==> src/rtl/smed_pkg.sv <==
// Shared types for the streaming mesh element decoder.
// Item structs for both channels, result kinds and the front-to-back queue entry.
// No dependencies.
`default_nettype none

package smed_pkg;

	typedef enum logic [1:0] {
		KIND_VERTEX   = 2'd0,
		KIND_TRIANGLE = 2'd1,
		KIND_FINAL    = 2'd2,
		KIND_END      = 2'd3
	} kind_t;

	typedef struct packed {
		logic [31:0] word;
		logic        stream_end;
	} in_item_t;

	typedef struct packed {
		kind_t              kind;
		logic signed [31:0] vertex_number;
		logic signed [31:0] value_a;
		logic signed [31:0] value_b;
		logic signed [31:0] value_c;
		logic [2:0]         corner_final;
		logic [30:0]        vertex_total;
		logic [30:0]        face_total;
		logic               last;
	} out_item_t;

	// One classified element or stream end, handed from front to back.
	// vnum is the vertex count before this element (the vertex total at stream end).
	typedef struct packed {
		kind_t       kind;
		logic        post;
		logic [31:0] vnum;
		logic [31:0] w0;
		logic [31:0] w1;
		logic [31:0] w2;
		logic [30:0] ftot;
	} op_t;

endpackage

`default_nettype wire

==> src/rtl/smed_front.sv <==
// Front end: accepts words, swaps bytes, tracks descriptor, phase and counts.
// Pushes one op_t per completed element or stream end. Uses smed_pkg.
`default_nettype none

module smed_front import smed_pkg::*; #(
	parameter int BLOCK_ELEMENTS = 32
) (
	input  wire logic     clk,
	input  wire logic     arst_n,
	input  wire logic     cfg_we,
	input  wire logic     cfg_wdata,
	input  wire logic     in_valid,
	output logic          in_ready,
	input  wire in_item_t in_data,
	input  wire logic     full,
	output logic          push,
	output op_t           push_data
);

	localparam int SLOT_W = (BLOCK_ELEMENTS > 1) ? $clog2(BLOCK_ELEMENTS) : 1;
	localparam logic [SLOT_W-1:0] SLOT_LAST = SLOT_W'(BLOCK_ELEMENTS - 1);

	logic              swap_q;
	logic              await_q;
	logic [31:0]       desc_q;
	logic [SLOT_W-1:0] slot_q;
	logic [1:0]        phase_q;
	logic [31:0]       held_q [2];
	logic [31:0]       vcount_q;
	logic [30:0]       fcount_q;
	logic              post_q;
	logic              first_q;

	logic        accept;
	logic [31:0] w;
	logic        elem_done;

	assign in_ready  = !full;
	assign accept    = in_valid && in_ready;
	assign w         = swap_q ? {in_data.word[7:0], in_data.word[15:8],
	                             in_data.word[23:16], in_data.word[31:24]}
	                          : in_data.word;
	assign elem_done = accept && !in_data.stream_end && !await_q && (phase_q == 2'd2);
	assign push      = accept && (in_data.stream_end || elem_done);

	always_comb begin
		push_data      = '0;
		push_data.post = post_q;
		push_data.vnum = vcount_q;
		push_data.w0   = held_q[0];
		push_data.w1   = held_q[1];
		push_data.w2   = w;
		push_data.ftot = fcount_q;
		if (in_data.stream_end) begin
			push_data.kind = KIND_END;
		end else if (desc_q[0]) begin
			push_data.kind = KIND_VERTEX;
		end else begin
			push_data.kind = KIND_TRIANGLE;
		end
	end

	always_ff @(posedge clk or negedge arst_n) begin
		if (!arst_n) begin
			swap_q   <= 1'b0;
			await_q  <= 1'b1;
			desc_q   <= '0;
			slot_q   <= '0;
			phase_q  <= '0;
			vcount_q <= '0;
			fcount_q <= '0;
			post_q   <= 1'b0;
			first_q  <= 1'b0;
		end else begin
			if (cfg_we) begin
				swap_q <= cfg_wdata;
			end
			if (accept) begin
				if (in_data.stream_end) begin
					phase_q <= '0;
					await_q <= 1'b1;
					slot_q  <= '0;
				end else if (await_q) begin
					desc_q  <= w;
					await_q <= 1'b0;
					slot_q  <= '0;
					phase_q <= '0;
					if (!first_q) begin
						first_q <= 1'b1;
						post_q  <= !w[0];
					end
				end else if (phase_q != 2'd2) begin
					phase_q <= phase_q + 2'd1;
				end else begin
					phase_q <= '0;
					if (desc_q[0]) begin
						vcount_q <= vcount_q + 32'd1;
					end else begin
						fcount_q <= fcount_q + 31'd1;
					end
					if (slot_q == SLOT_LAST) begin
						slot_q  <= '0;
						await_q <= 1'b1;
					end else begin
						slot_q <= slot_q + SLOT_W'(1);
						desc_q <= {1'b0, desc_q[31:1]};
					end
				end
			end
		end
	end

	// Hold the first two words of an element.
	always_ff @(posedge clk) begin
		if (accept && !in_data.stream_end && !await_q && phase_q != 2'd2) begin
			held_q[phase_q[0]] <= w;
		end
	end

endmodule

`default_nettype wire

==> src/rtl/smed_fifo.sv <==
// Two-entry queue of op_t between front and back.
// Uses smed_pkg.
`default_nettype none

module smed_fifo import smed_pkg::*; (
	input  wire logic clk,
	input  wire logic arst_n,
	input  wire logic push,
	input  wire op_t  push_data,
	output logic      full,
	input  wire logic pop,
	output logic      pop_valid,
	output op_t       pop_data
);

	op_t        mem [2];
	logic       wr_ptr_q;
	logic       rd_ptr_q;
	logic [1:0] count_q;

	assign full      = (count_q == 2'd2);
	assign pop_valid = (count_q != 2'd0);
	assign pop_data  = mem[rd_ptr_q];

	always_ff @(posedge clk) begin
		if (push) begin
			mem[wr_ptr_q] <= push_data;
		end
	end

	always_ff @(posedge clk or negedge arst_n) begin
		if (!arst_n) begin
			wr_ptr_q <= 1'b0;
			rd_ptr_q <= 1'b0;
			count_q  <= '0;
		end else begin
			if (push) begin
				wr_ptr_q <= !wr_ptr_q;
			end
			if (pop) begin
				rd_ptr_q <= !rd_ptr_q;
			end
			if (push && !pop) begin
				count_q <= count_q + 2'd1;
			end else if (pop && !push) begin
				count_q <= count_q - 2'd1;
			end
		end
	end

endmodule

`default_nettype wire

==> src/rtl/smed_back.sv <==
// Back end: resolves triangle corners; one result per cycle if out_ready holds.
// Takes op_t entries from the queue, drives the output register. Uses smed_pkg.
`default_nettype none

module smed_back import smed_pkg::*; (
	input  wire logic clk,
	input  wire logic arst_n,
	input  wire logic pop_valid,
	input  wire op_t  pop_data,
	output logic      pop,
	output logic      out_valid,
	input  wire logic out_ready,
	output out_item_t out_data
);

	logic        cur_valid_q;
	logic        hdr_done_q;
	logic [2:0]  pend_q;
	out_item_t   hdr_q;
	logic [31:0] fin_q [3];
	logic        out_valid_q;
	out_item_t   out_q;

	out_item_t   hdr_ld;
	logic [2:0]  pend_ld;
	logic [31:0] fin_ld [3];
	logic [31:0] raw [3];

	logic        out_load;
	logic        emit;
	logic        done;
	logic [2:0]  pend_nx;
	logic [2:0]  pick;
	logic [1:0]  sel;
	out_item_t   item;

	// Classify and resolve the entry at the head of the queue.
	always_comb begin
		raw[0]  = pop_data.w0;
		raw[1]  = pop_data.w1;
		raw[2]  = pop_data.w2;
		hdr_ld  = '0;
		pend_ld = '0;
		fin_ld[0] = pop_data.vnum;
		fin_ld[1] = '0;
		fin_ld[2] = '0;
		unique case (pop_data.kind)
			KIND_VERTEX: begin
				hdr_ld.kind          = KIND_VERTEX;
				hdr_ld.vertex_number = pop_data.vnum;
				hdr_ld.value_a       = pop_data.w0;
				hdr_ld.value_b       = pop_data.w1;
				hdr_ld.value_c       = pop_data.w2;
				pend_ld              = {2'b00, pop_data.post};
			end
			KIND_TRIANGLE: begin
				hdr_ld.kind = KIND_TRIANGLE;
				for (int i = 0; i < 3; i++) begin
					if (raw[i][31]) begin
						fin_ld[i]  = pop_data.vnum + raw[i];
						pend_ld[i] = 1'b1;
					end else begin
						fin_ld[i] = raw[i] - 32'd1;
					end
				end
				hdr_ld.value_a      = fin_ld[0];
				hdr_ld.value_b      = fin_ld[1];
				hdr_ld.value_c      = fin_ld[2];
				hdr_ld.corner_final = pend_ld;
			end
			default: begin
				hdr_ld.kind         = KIND_END;
				hdr_ld.vertex_total = pop_data.vnum[30:0];
				hdr_ld.face_total   = pop_data.ftot;
			end
		endcase
	end

	// Pick the next result of the current entry.
	always_comb begin
		out_load = !out_valid_q || out_ready;
		emit     = out_load && cur_valid_q;
		pick     = pend_q & (~pend_q + 3'd1);
		sel      = pick[0] ? 2'd0 : (pick[1] ? 2'd1 : 2'd2);
		item     = '0;
		if (!hdr_done_q) begin
			item      = hdr_q;
			pend_nx   = pend_q;
			item.last = (pend_q == 3'd0);
			done      = (pend_q == 3'd0);
		end else begin
			item.kind          = KIND_FINAL;
			item.vertex_number = fin_q[sel];
			pend_nx            = pend_q & ~pick;
			item.last          = (pend_nx == 3'd0);
			done               = (pend_nx == 3'd0);
		end
		pop = pop_valid && (!cur_valid_q || (emit && done));
	end

	always_ff @(posedge clk or negedge arst_n) begin
		if (!arst_n) begin
			cur_valid_q <= 1'b0;
			hdr_done_q  <= 1'b0;
			pend_q      <= '0;
			out_valid_q <= 1'b0;
		end else begin
			if (pop) begin
				cur_valid_q <= 1'b1;
				hdr_done_q  <= 1'b0;
				pend_q      <= pend_ld;
			end else if (emit) begin
				cur_valid_q <= !done;
				hdr_done_q  <= 1'b1;
				pend_q      <= pend_nx;
			end
			if (emit) begin
				out_valid_q <= 1'b1;
			end else if (out_ready) begin
				out_valid_q <= 1'b0;
			end
		end
	end

	always_ff @(posedge clk) begin
		if (pop) begin
			hdr_q <= hdr_ld;
			fin_q <= fin_ld;
		end
		if (emit) begin
			out_q <= item;
		end
	end

	assign out_valid = out_valid_q;
	assign out_data  = out_q;

endmodule

`default_nettype wire

==> src/rtl/streaming_mesh_element_decoder_top.sv <==
// Top level of the streaming mesh element decoder.
// Instantiates smed_front, smed_fifo and smed_back; uses smed_pkg.
`default_nettype none

//  channel | signals                          | direction | item
//  --------+----------------------------------+-----------+---------------------------
//  in      | in_valid, in_ready, in_data      | input     | in_item_t (word, end flag)
//  out     | out_valid, out_ready, out_data   | output    | out_item_t (one result)
//  cfg     | cfg_we, cfg_wdata                | input     | swap_bytes, no wait
//
// The front takes one word per cycle while the two-entry queue has room.
// The back emits one result per cycle from its output register while out_ready
// holds: an element gives one to four results and a stream end one.
// A result passes through the queue entry, the back's current-entry registers and the output register.
// Reset clears all control state at once; no clearing pass is needed.
// out_ready low holds the output item, backs up the queue and then drops in_ready.

module streaming_mesh_element_decoder_top import smed_pkg::*; #(
	parameter int BLOCK_ELEMENTS = 32
) (
	input  wire logic     clk,
	input  wire logic     arst_n,
	input  wire logic     cfg_we,
	input  wire logic     cfg_wdata,
	input  wire logic     in_valid,
	output logic          in_ready,
	input  wire in_item_t in_data,
	output logic          out_valid,
	input  wire logic     out_ready,
	output out_item_t     out_data
);

	// Front-to-queue and queue-to-back handshake.
	logic push;
	op_t  push_data;
	logic full;
	logic pop;
	logic pop_valid;
	op_t  pop_data;

	// Classify words: descriptor, element words, stream end.
	smed_front #(
		.BLOCK_ELEMENTS(BLOCK_ELEMENTS)
	) u_front (
		.clk       (clk),
		.arst_n    (arst_n),
		.cfg_we    (cfg_we),
		.cfg_wdata (cfg_wdata),
		.in_valid  (in_valid),
		.in_ready  (in_ready),
		.in_data   (in_data),
		.full      (full),
		.push      (push),
		.push_data (push_data)
	);

	// Decouple the two sides so each stalls on its own.
	smed_fifo u_fifo (
		.clk       (clk),
		.arst_n    (arst_n),
		.push      (push),
		.push_data (push_data),
		.full      (full),
		.pop       (pop),
		.pop_valid (pop_valid),
		.pop_data  (pop_data)
	);

	// Resolve corners and sequence the results of each element.
	smed_back u_back (
		.clk       (clk),
		.arst_n    (arst_n),
		.pop_valid (pop_valid),
		.pop_data  (pop_data),
		.pop       (pop),
		.out_valid (out_valid),
		.out_ready (out_ready),
		.out_data  (out_data)
	);

endmodule

`default_nettype wire
==> config.mk <==
export PLATFORM = sky130hd
export DESIGN_NAME = streaming_mesh_element_decoder_top
export DESIGN_NICKNAME = d
export VERILOG_FILES = /design/src/rtl/smed_pkg.sv /design/src/rtl/smed_front.sv /design/src/rtl/smed_fifo.sv /design/src/rtl/smed_back.sv /design/src/rtl/streaming_mesh_element_decoder_top.sv
export SDC_FILE = /design/constraint.sdc
export NUM_CORES = 1
export LEC_CHECK = 0
export BUFFER_PORTS_ARGS = -buffer_cell sky130_fd_sc_hd__clkbuf_2
export CORE_ASPECT_RATIO = 1.5
export CORE_UTILIZATION = 55
export DETAILED_ROUTE_END_ITERATION = 8
export GPL_TIMING_DRIVEN = 0
export PLACE_DENSITY = 0.72
export SLEW_MARGIN = 15
export SYNTH_ARGS = -nofsm -noshare
export SYNTH_HDL_FRONTEND = slang
export SYNTH_SLANG_ARGS = --single-unit
==> constraint.sdc <==
create_clock -name clk -period 39.2 [get_ports clk]
set_clock_uncertainty 0.2 [all_clocks]
set_input_delay 1.96 -clock clk [delete_from_list [all_inputs] [get_ports clk]]
set_output_delay 1.96 -clock clk [all_outputs]
set_load 0.02 [all_outputs]
; Word-level counts from Yosys, hierarchy flattened
; Memories as Yosys holds them, arrays and structs flattened.
; Index checks and enable logic that the tools add are counted.
[totals]
memories = 2
regBits = 603
out_inout_bits = 198
word_cells = 160
mem_bits_rw = 388
[op_classes]
add_sub_neg = 13
reduce_logical = 41
mux = 49
magnitude_cmp = 1
n_eq_ne = 8
n_bitwise = 10
[memory_table]
columns = memory, words, word_bits, read_ports, rd_ports_with_merged_regs, write_ports, line_no
row1 = u_fifo.mem, 2, 162, 1, 0, 1, smed_fifo.sv:16  ; op_t mem [2];
row2 = u_front.held_q, 2, 32, 2, 0, 1, smed_front.sv:28  ; logic [31:0] held_q [2];
[op_table]
columns = operator, n
row1 = 2-to-1 mux 32 bit, 10
row2 = one-hot mux 96 bit (2 select lines), 1
row3 = adder 32 bit, 3
row4 = 2-to-1 mux 96 bit, 1
row5 = "subtractor 32 x 1 -> 32 bit, second input constant", 3
row6 = binary-select mux 32 bit (select 2 bit), 1
row7 = "adder 32 x 1 -> 32 bit, second input constant", 1
row8 = "adder 31 x 1 -> 31 bit, second input constant", 1
row9 = 2-to-1 mux 5 bit, 4
row10 = 2-to-1 mux 1 bit, 19
row11 = 2-to-1 mux 2 bit, 8
row12 = logical AND 1 bit, 11
row13 = zero test 1 bit, 11
row14 = AND reduction 5 bit, 2
row15 = nonzero test 2 bit, 5
row16 = 2-to-1 mux 3 bit, 3
row17 = AND reduction 4 bit, 2
row18 = bitwise AND 3 bit, 2
row19 = zero test 3 bit, 2
row20 = inverter 3 bit, 2
row21 = one-hot mux 3 bit (2 select lines), 1
row22 = "adder 5 x 1 -> 5 bit, second input constant", 1
row23 = "== test 5 bit, second input constant", 1
row24 = inverter 1 bit, 5
row25 = other kinds (16), 22

; Logic depth before layout (Yosys ltp)
; Gate-level depths: netlist (run 1).
[logic_depth]
ltp_word = 13
mapped_depth = 17
depth_no_buf = 13

; By module
; A second synthesis (run 1) with hierarchy kept.
[hier_totals]
cells_unflattened = 3209
hier_area_um2 = 44726.6
[modules_own_cells]
columns = mod, n_inst, cells_each, seq_area_each_um2, area_per_inst_um2
row1 = smed_back, 1, 2120, 14774.2, 25142.9
row2 = smed_fifo, 1, 520, 9829.4, 12151.7
row3 = smed_front, 1, 569, 4575.6, 7432.1

; Least setup slack after synthesis (run 1)
; OpenSTA, ideal clock, no wires.
[synth_path]
path_kind = input -> register
startpoint = input out_ready
endpoint = register u_fifo.count_q[1]
path_stages = 7
slack_ps = 19757
arrival_time_ps = 19164
setup_ps = 79
path_buffers = 0
required_time_ps = 38921
cell_sequence = nand2b_1 -> nand2_1 -> a21oi_1 -> inv_1 -> ha_1 -> nor2_1 -> xor2_1
[synth_between]
elab_chain_cells = 8
word_cells_on_any_way = 10
[synth_lines]
columns = item, line_no
row1 = start: declaration, streaming_mesh_element_decoder_top.sv:29  ; input wire logic out_ready,
row2 = logical OR 1 bit *, smed_back.sv:81  ; out_load = !out_valid_q || out_ready;
row3 = logical AND 1 bit *, smed_back.sv:82  ; emit = out_load && cur_valid_q;
row4 = logical AND 1 bit *, smed_back.sv:98  ; pop = pop_valid && (!cur_valid_q || (emit && done));
row5 = logical OR 1 bit *, smed_back.sv:98
row6 = logical AND 1 bit *, smed_back.sv:98
row7 = via pop, streaming_mesh_element_decoder_top.sv:37  ; logic pop;
row8 = zero test 1 bit, smed_fifo.sv:43  ; if (push && !pop) begin
row9 = logical AND 1 bit, smed_fifo.sv:43
row10 = 2-to-1 mux 2 bit / nonzero test 2 bit (equally long branches), n/a
row11 = end signal: assignment, smed_fifo.sv:44  ; count_q <= count_q + 2'd1;
row12 = end signal: assignment, smed_fifo.sv:46  ; count_q <= count_q - 2'd1;
row13 = end: declaration, smed_fifo.sv:19  ; logic [1:0] count_q;
; The timed path passes the listed nets; every way through them passes the cells marked *.
; A chain may end at the register's enable or synchronous reset.

==> results of run 1 <==
[state kept, by name, summed over array words and instances (netlist names), 3 cells and up]
signal            count
u_front.fcount_q     31
u_front.vcount_q     32
u_back.pend_q         3
u_back.hdr_q        195
u_back.out_data     196
u_fifo.mem          324
u_front.slot_q        5
u_front.held_q       64
u_back.fin_q         96
u_front.desc_q       32
[per-layer routing]
metal  track usage  wire length (um)  vias to the layer above
met5             0                 0                        -
met4         0.194              8180                        0
li1              -                 -                    12500
met2         0.518             60000                     1071
met1         0.352             44300                    13500
met3        0.0403              6940                      278
[where the power goes]
| part | switching [uW] | total [uW] | internal [uW] |
|---|---|---|---|
| clock network | 379 | 887 | 508 |
| registers | 93.2 | 1730 | 1640 |
| logic | 1350 | 2060 | 709 |
[metrics by stage]
step | util | hold slack (ns) | total power, uW | cells
final | 0.642 | 0.241 | 4680 | 4670
after detailed placement | 0.604 | 0.230 | 3780 | 4508
after floorplan | - | 0.221 | 3140 | 3206
after global routing | 0.642 | 0.249 | 4890 | 4667
after CTS | 0.642 | 0.240 | 4660 | 4667
after global placement | 0.590 | 0.222 | 3840 | 4458
[cells in the final DEF, fill, tap and decap left out, drive strengths merged, types with 14 or more instances in the layout]
master and count:
nor3 30, or3 18, xor2 40, o21bai 14, mux2i 144, nand3 60
xnor2 92, clkinv 21, dfrtp 115, inv 47, and2 29, buf 82
and3 34, a21oi 121, a31oi 15, clkbuf 466, mux2 163, ha 98
edfxtp 875, o21ai 160, nor2b 173, o21a 14, nand2 356, nand4 28
nor2 221, a21o 76, a211oi 19
[path summary, 6_finish.rpt]
check,start,to,cells after the start
worst max register to register,u_fifo.rd_ptr_q$_DFFE_PN0P_,u_back.hdr_q[154]$_DFFE_PP_,16
worst max-delay path,u_fifo.rd_ptr_q$_DFFE_PN0P_,u_back.hdr_q[154]$_DFFE_PP_,16
worst min-delay path,u_front.held_q[0][21]$_DFFE_PP_,u_fifo.mem[1][116]$_DFFE_PP_,0
worst min register to register,u_front.held_q[0][21]$_DFFE_PP_,u_fifo.mem[1][116]$_DFFE_PP_,0
max in group asynchronous,arst_n,u_front.await_q$_DFFE_PN1P_,2
min in group asynchronous,arst_n,u_front.fcount_q[25]$_DFFE_PN0P_,1
[area by class of cell]
cell class	count	area (um^2)
clock buffer	116	2410
sequential	991	29200
tap	1016	1270
fill	5775	27800
clock inverter	43	553
timing repair buffer	286	2200
multi-input combinational	2028	13700
buffer	146	554
inverter	41	154
antenna	3	7.51
[cell usage after synthesis (7+ instances only)]
| master | n | share of area |
|---|---|---|
| a211oi_1 | 19 | 0.0033 |
| a21o_1 | 76 | 0.013 |
| a21oi_1 | 121 | 0.014 |
| a31o_2 | 7 | 0.0014 |
| a31oi_1 | 15 | 0.0022 |
| and2_1 | 29 | 0.0042 |
| and3_1 | 33 | 0.0047 |
| buf_1 | 28 | 0.0024 |
| clkbuf_1 | 114 | 0.0098 |
| dfrtp_1 | 115 | 0.066 |
| edfxtp_1 | 875 | 0.60 |
| ha_1 | 98 | 0.028 |
| inv_1 | 40 | 0.0035 |
| mux2_2 | 163 | 0.042 |
| mux2i_1 | 144 | 0.033 |
| nand2_1 | 356 | 0.031 |
| nand2b_1 | 13 | 0.0019 |
| nand3_1 | 59 | 0.0068 |
| nand4_1 | 27 | 0.0039 |
| nor2_1 | 217 | 0.019 |
| nor2b_1 | 173 | 0.025 |
| nor3_1 | 30 | 0.0035 |
| o211ai_1 | 12 | 0.0021 |
| o21a_1 | 14 | 0.0024 |
| o21ai_0 | 158 | 0.018 |
| o21bai_1 | 14 | 0.0024 |
| o31ai_1 | 10 | 0.0017 |
| or3_1 | 18 | 0.0026 |
| xnor2_1 | 92 | 0.019 |
| xor2_1 | 40 | 0.0081 |
[logic make-up (layout without fill, tap and decap cells)]
| kind of cell | Yosys count | count (layout) | synth area share |
|---|---|---|---|
| muxes | 307 | 307 | 0.0754 |
| buffers and inverters | 187 | 632 | 0.0163 |
| AOI/OAI and AO/OA | 500 | 500 | 0.0720 |
| DFF | 991 | 991 | 0.671 |
| xor gates and xnor gates | 132 | 132 | 0.0266 |
| and+or+nand+nor | 988 | 988 | 0.109 |
| adders and majority gates | 101 | 101 | 0.0296 |
| other | 0 | 3 | 0 |
[critical path, delay by kind of cell (launching register included)]
family / cells / cell delay [ns]
muxes: 1 / 0.87
AOI/OAI and AO/OA: 5 / 1.93
DFF: 1 / 0.33
adders and majority gates: 2 / 0.69
and+or+nand+nor: 4 / 0.87
buffers and inverters: 4 / 1.99
==> impl_results.md, run 1 <==
* Status: finished, final reports clean
* Dpl ws at 32.25 ns
* Die X at 232 um
* Quantity of hold-fixing buffers added after cts at 0
* Fraction of layout cells with a size suffix above 1 at 0.177
* Max_slew headroom at 0.154
* Num Clock Sinks at 991
* Clk slew on worst S/H paths at 0.08 ns
* CP max FO at 10
* Syn Area/Cell at 13.6 um^2
* CTS Buf Count at 87
* Port Buffers at 236
* Critical Path AT at 7.36 ns
* Post-synth top flop: edfxtp_1
* Post-cts repair resize count at 0
* Residual DRC count at 0
* Largest net degree at the start of global routing at 89
* Leak pwr at 0.0192 uW
* Global-route wire length before repair at 172000 um
* Post-layout min period at 7.10 ns
* Pwr/cell area at 93.5 mW/mm^2
* VDD IR max at 0.0713 mV
* Mapped Cells at 3206
* FF-to-FF setup slack at 32.10 ns
* Grt ovf at 0
* RSZ-0062 raised after global routing: no
* Max-slew violation count at 0
* Unique masters post-synth at 75
* Vias in the first global route at 27100
* Worst slew pin tran at 1.27 ns
* Critical Path RT at 39.46 ns
* Final Cycle Share at 0.181
* Setup_tns at 0 ns
* Drt wl/cell at 25.6 um
* # setup viols final at 0
* Initial antenna violation count at 3
* Final Hold Fails at 0
* Startpoint types: register
* Synth Register Bits at 991
* Worst-path cell chain: clkbuf_1, buf_2, buf_2, buf_1, mux2i_2, nand2_1, ha_1, fa_1, a21oi_1, o21ai_0, a211oi_1, nor3_1, o31ai_4, a21boi_0, and3_1, nor3_1
* Die area at 0.0802 mm^2
* DP Wirelength at 90900 um
* Clk buf depth at 3
* Mapped Nets at 3346
* Synth async-reset ratio at 0.117
* Synth Cell Area at 0.0435 mm^2
* Clk Latency, worst-skew pair at 0.66 ns
* Sequential fraction of the synthesis area at 0.671
* GP Congestion at 0.998
* Slowest-stage cell, CP: buf_1
* Number of max-cap violations at 0
* Peak Freq at 141 MHz
* Root Buffer: clkbuf_16
* Final worst slack at 32.10 ns
* Final wirelength at 119000 um
* Avg Vias per Cell at 5.87
* Total GRT Usage at 0.301
* Number of synthesized flops with an enable pin at 875
* Critical Path Max Stage Delay at 0.92 ns
* Ports at 237
* Number of H-tree levels at 3
* CTS tree: yes
* Setup bufs post-CTS at 0
* DIE HEIGHT at 346 um
* Via count at 27400
* CP Capture Type: register
* Final Cell Area at 0.0500 mm^2
* Synth warn at 0
* Nets at 3721
* Min-delay worst type: reg -> reg
* Pre-antenna DRT Iters at 6
* Core footprint at 0.0779 mm^2
* Layout Area Growth over Synthesis at 15.1%
* CP Class: reg -> reg
* DP Area at 0.0471 mm^2
* Post-route ant nets at 0
* First DRT Iteration DRCs at 2309
* Row count at 125
* Initial Util at 0.558
(Power assumes the default switching activity.)
==> inputs of run 2 (changes only) <==
==> constraint.sdc (replaced) <==
create_clock -name clk -period 6.9 [get_ports clk]
set_clock_uncertainty 0.2 [all_clocks]
set_input_delay 0.345 -clock clk [delete_from_list [all_inputs] [get_ports clk]]
set_output_delay 0.345 -clock clk [all_outputs]
set_load 0.02 [all_outputs]
==> run 2 against run 1 <==
Against the previous run: wire length up 1.7%; sequential share of layout area down 0.60 points; cell count up 1.2%; largest power group unchanged; critical path depth unchanged; combinational power rose to 5.7 times the previous value; non-clock buffer count up 59; count of clock-buffer cells in the layout down 4; flip-flop and latch count unchanged; register-to-register slack worse by 32 ns; final area up 1.0%; clock power rose to 5.6 times the previous value; global-route usage up 0.36 points.
==> impl_results.md, run 2 (same netlist as run 1, synthesis figures left out) <==
* Largest net degree at the start of global routing at 89 (unchanged)
* Avg Vias per Cell at 5.86 (was 5.87)
* Core footprint at 0.0779 mm^2 (unchanged)
* Grt ovf at 0 (unchanged)
* Commonest non-fill, non-tap cell in the layout: edfxtp_1 (unchanged)
* Final Hold Fails at 0 (unchanged)
* Fraction of layout cells with a size suffix above 1 at 0.177 (about the same)
* Die X at 232 um (unchanged)
* Pre-antenna DRT Iters at 8 (was 6)
* Min-delay worst type: reg -> reg (unchanged)
* VDD IR max at 0.445 mV (was 0.0713 mV)
* Startpoint types: register (unchanged)
* DP Wirelength at 91000 um (was 90900 um)
* Worst R2R Path Depth at 16 (unchanged)
* Worst slew pin tran at 1.30 ns (was 1.27 ns)
* Final wirelength at 122000 um (was 119000 um)
* Root Buffer: clkbuf_16 (unchanged)
* Layout Area Growth over Synthesis at 16.3% (was 15.1%)
* GP Congestion at 1.01 (was 0.998)
* Residual DRC count at 0 (unchanged)
* CTS tree: yes (unchanged)
* Total power at 26600 uW (was 4680 uW)
* Status: finished, final reports clean (unchanged)
* Number of H-tree levels at 3 (unchanged)
* Setup_tns at 0 ns (unchanged)
* Clk Latency, worst-skew pair at 0.67 ns (was 0.66 ns)
* DIE HEIGHT at 346 um (unchanged)
* Max_slew headroom at 0.134 (was 0.154)
* Die area at 0.0802 mm^2 (unchanged)
* Peak Freq at 154 MHz (was 141 MHz)
* CP Capture Type: register (unchanged)
* FILL cells at 5755 (was 5775)
* CP max FO at 10 (unchanged)
* Final Cell Area at 0.0506 mm^2 (was 0.0500 mm^2)
* Clk buf depth at 3 (unchanged)
* N_diodes at 0 (was 3)
* Initial antenna violation count at 3 (unchanged)
* Met1 WL at 45600 um (was 44300 um)
* Number of flip-flops in the largest register at 324 (unchanged)
* Global-route wire length before repair at 175000 um (was 172000 um)
* Total GRT Usage at 0.305 (was 0.301)
* Initial Util at 0.558 (unchanged)
* Port Buffers at 236 (unchanged)
* Final Cycle Share at 0.939 (was 0.181)
* Post-route ant nets at 0 (unchanged)
* Max-slew violation count at 0 (unchanged)
* Vias in the first global route at 27300 (was 27100)
* DP Area at 0.0471 mm^2 (about the same)
* RSZ-0062 raised after global routing: no (unchanged)
* Pwr/cell area at 526 mW/mm^2 (was 93.5 mW/mm^2)
* CP Class: reg -> reg (unchanged)
* Critical Path RT at 7.08 ns (was 39.46 ns)
* Met3 WL post-DR at 7070 um (was 6940 um)
* Worst Hold Depth at 0 (unchanged)
* Num Clock Sinks at 991 (unchanged)
* Final core occ at 0.649 (was 0.642)
* Top Layer Used: met4 (unchanged)
* Nets at 3781 (was 3721)
* Setup bufs post-CTS at 0 (unchanged)
* Biggest register: u_fifo.mem (unchanged)
* Most frequent cells in the layout: edfxtp_1 (875), nand2_1 (356), clkbuf_2 (238) (was edfxtp_1 (875), nand2_1 (356), clkbuf_2 (236))
* Row count at 125 (unchanged)
* Leak pwr at 0.0194 uW (was 0.0192 uW)
* First DRT Iteration DRCs at 2520 (was 2309)
* Dpl ws at 0.206 ns (was 32.25 ns)
* CTS Buf Count at 88 (was 87)
* Met2 wire length at 60600 um (was 60000 um)
* # setup viols final at 0 (unchanged)
* Post-layout min period at 6.48 ns (was 7.10 ns)
* Number of max-cap violations at 0 (unchanged)
* Via count at 27700 (was 27400)
* Ports at 237 (unchanged)
* Final worst slack at 0.419 ns (was 32.10 ns)
* Drt wl/cell at 25.7 um (was 25.6 um)
* Critical Path AT at 6.66 ns (was 7.36 ns)
* Clk slew on worst S/H paths at 0.07 ns (was 0.08 ns)
run 2: worst max-delay path, cell delays in order, from the launching register on:
cell and delay (ns):
dfrtp_1 0.32, clkbuf_1 0.35, buf_2 0.37, buf_2 0.34, buf_1 0.83, mux2i_2 0.62
buf_6 0.24, nand2_1 0.07, ha_1 0.37, nand2_1 0.14, o21a_1 0.29, or2_2 0.33
a31o_2 0.28, a2111o_1 0.51, a21o_1 0.24, nor4b_1 0.15, nor3_1 0.53
run 2: path summary, 6_finish.rpt:
check                      slack, ns                                to                             from
hold reg to reg                 0.23      u_fifo.mem[1][108]$_DFFE_PP_  u_front.held_q[0][13]$_DFFE_PP_
max in group asynchronous       5.45       u_front.await_q$_DFFE_PN1P_                           arst_n
setup reg to reg                0.42        u_back.hdr_q[91]$_DFFE_PP_      u_fifo.rd_ptr_q$_DFFE_PN0P_
setup / recovery                0.42        u_back.hdr_q[91]$_DFFE_PP_      u_fifo.rd_ptr_q$_DFFE_PN0P_
hold / removal                  0.23      u_fifo.mem[1][108]$_DFFE_PP_  u_front.held_q[0][13]$_DFFE_PP_
min in group asynchronous       0.56  u_front.fcount_q[25]$_DFFE_PN0P_                           arst_n
run 2: cell type report:
cell class	count	area, um^2	share of cell area
Sequential cell	991	29200	0.577
Timing Repair Buffer	345	2770	0.0548
Clock inverter	49	514	0.0102
Buffer	146	567	0.0112
Multi-Input combinational cell	2028	13700	0.271
Inverter	41	154	0.00304
Tap cell	1016	1270	0.0251
Clock buffer	112	2390	0.0472
run 2: where the power goes:
group | switching (uW) | total [uW] | internal, uW
combinational | 7700 | 11800 | 4060
sequential | 534 | 9840 | 9310
clock | 2190 | 4960 | 2780
total | 10400 | 26600 | 16100
run 2: what timing repair did:
item                       in CTS  in global routing
resized for setup               0                  4
hold buffers                   57                  0
setup endpoints to repair       0                  8
hold endpoints to repair      232                  0
run 2: through the flow:
stage,hold WS [ns],std cells
floorplan,-0.151,3206
global placement,0.222,4458
detailed placement,0.0670,4510
CTS,0.236,4728
global route,0.243,4728
finish,0.235,4728
run 2: layer usage:
metal  vias to the layer above  track usage
li1                      12600            -
met1                     13600        0.363
met2                      1159        0.525
met3                       284       0.0338
met4                         0        0.191
met5                         -            0
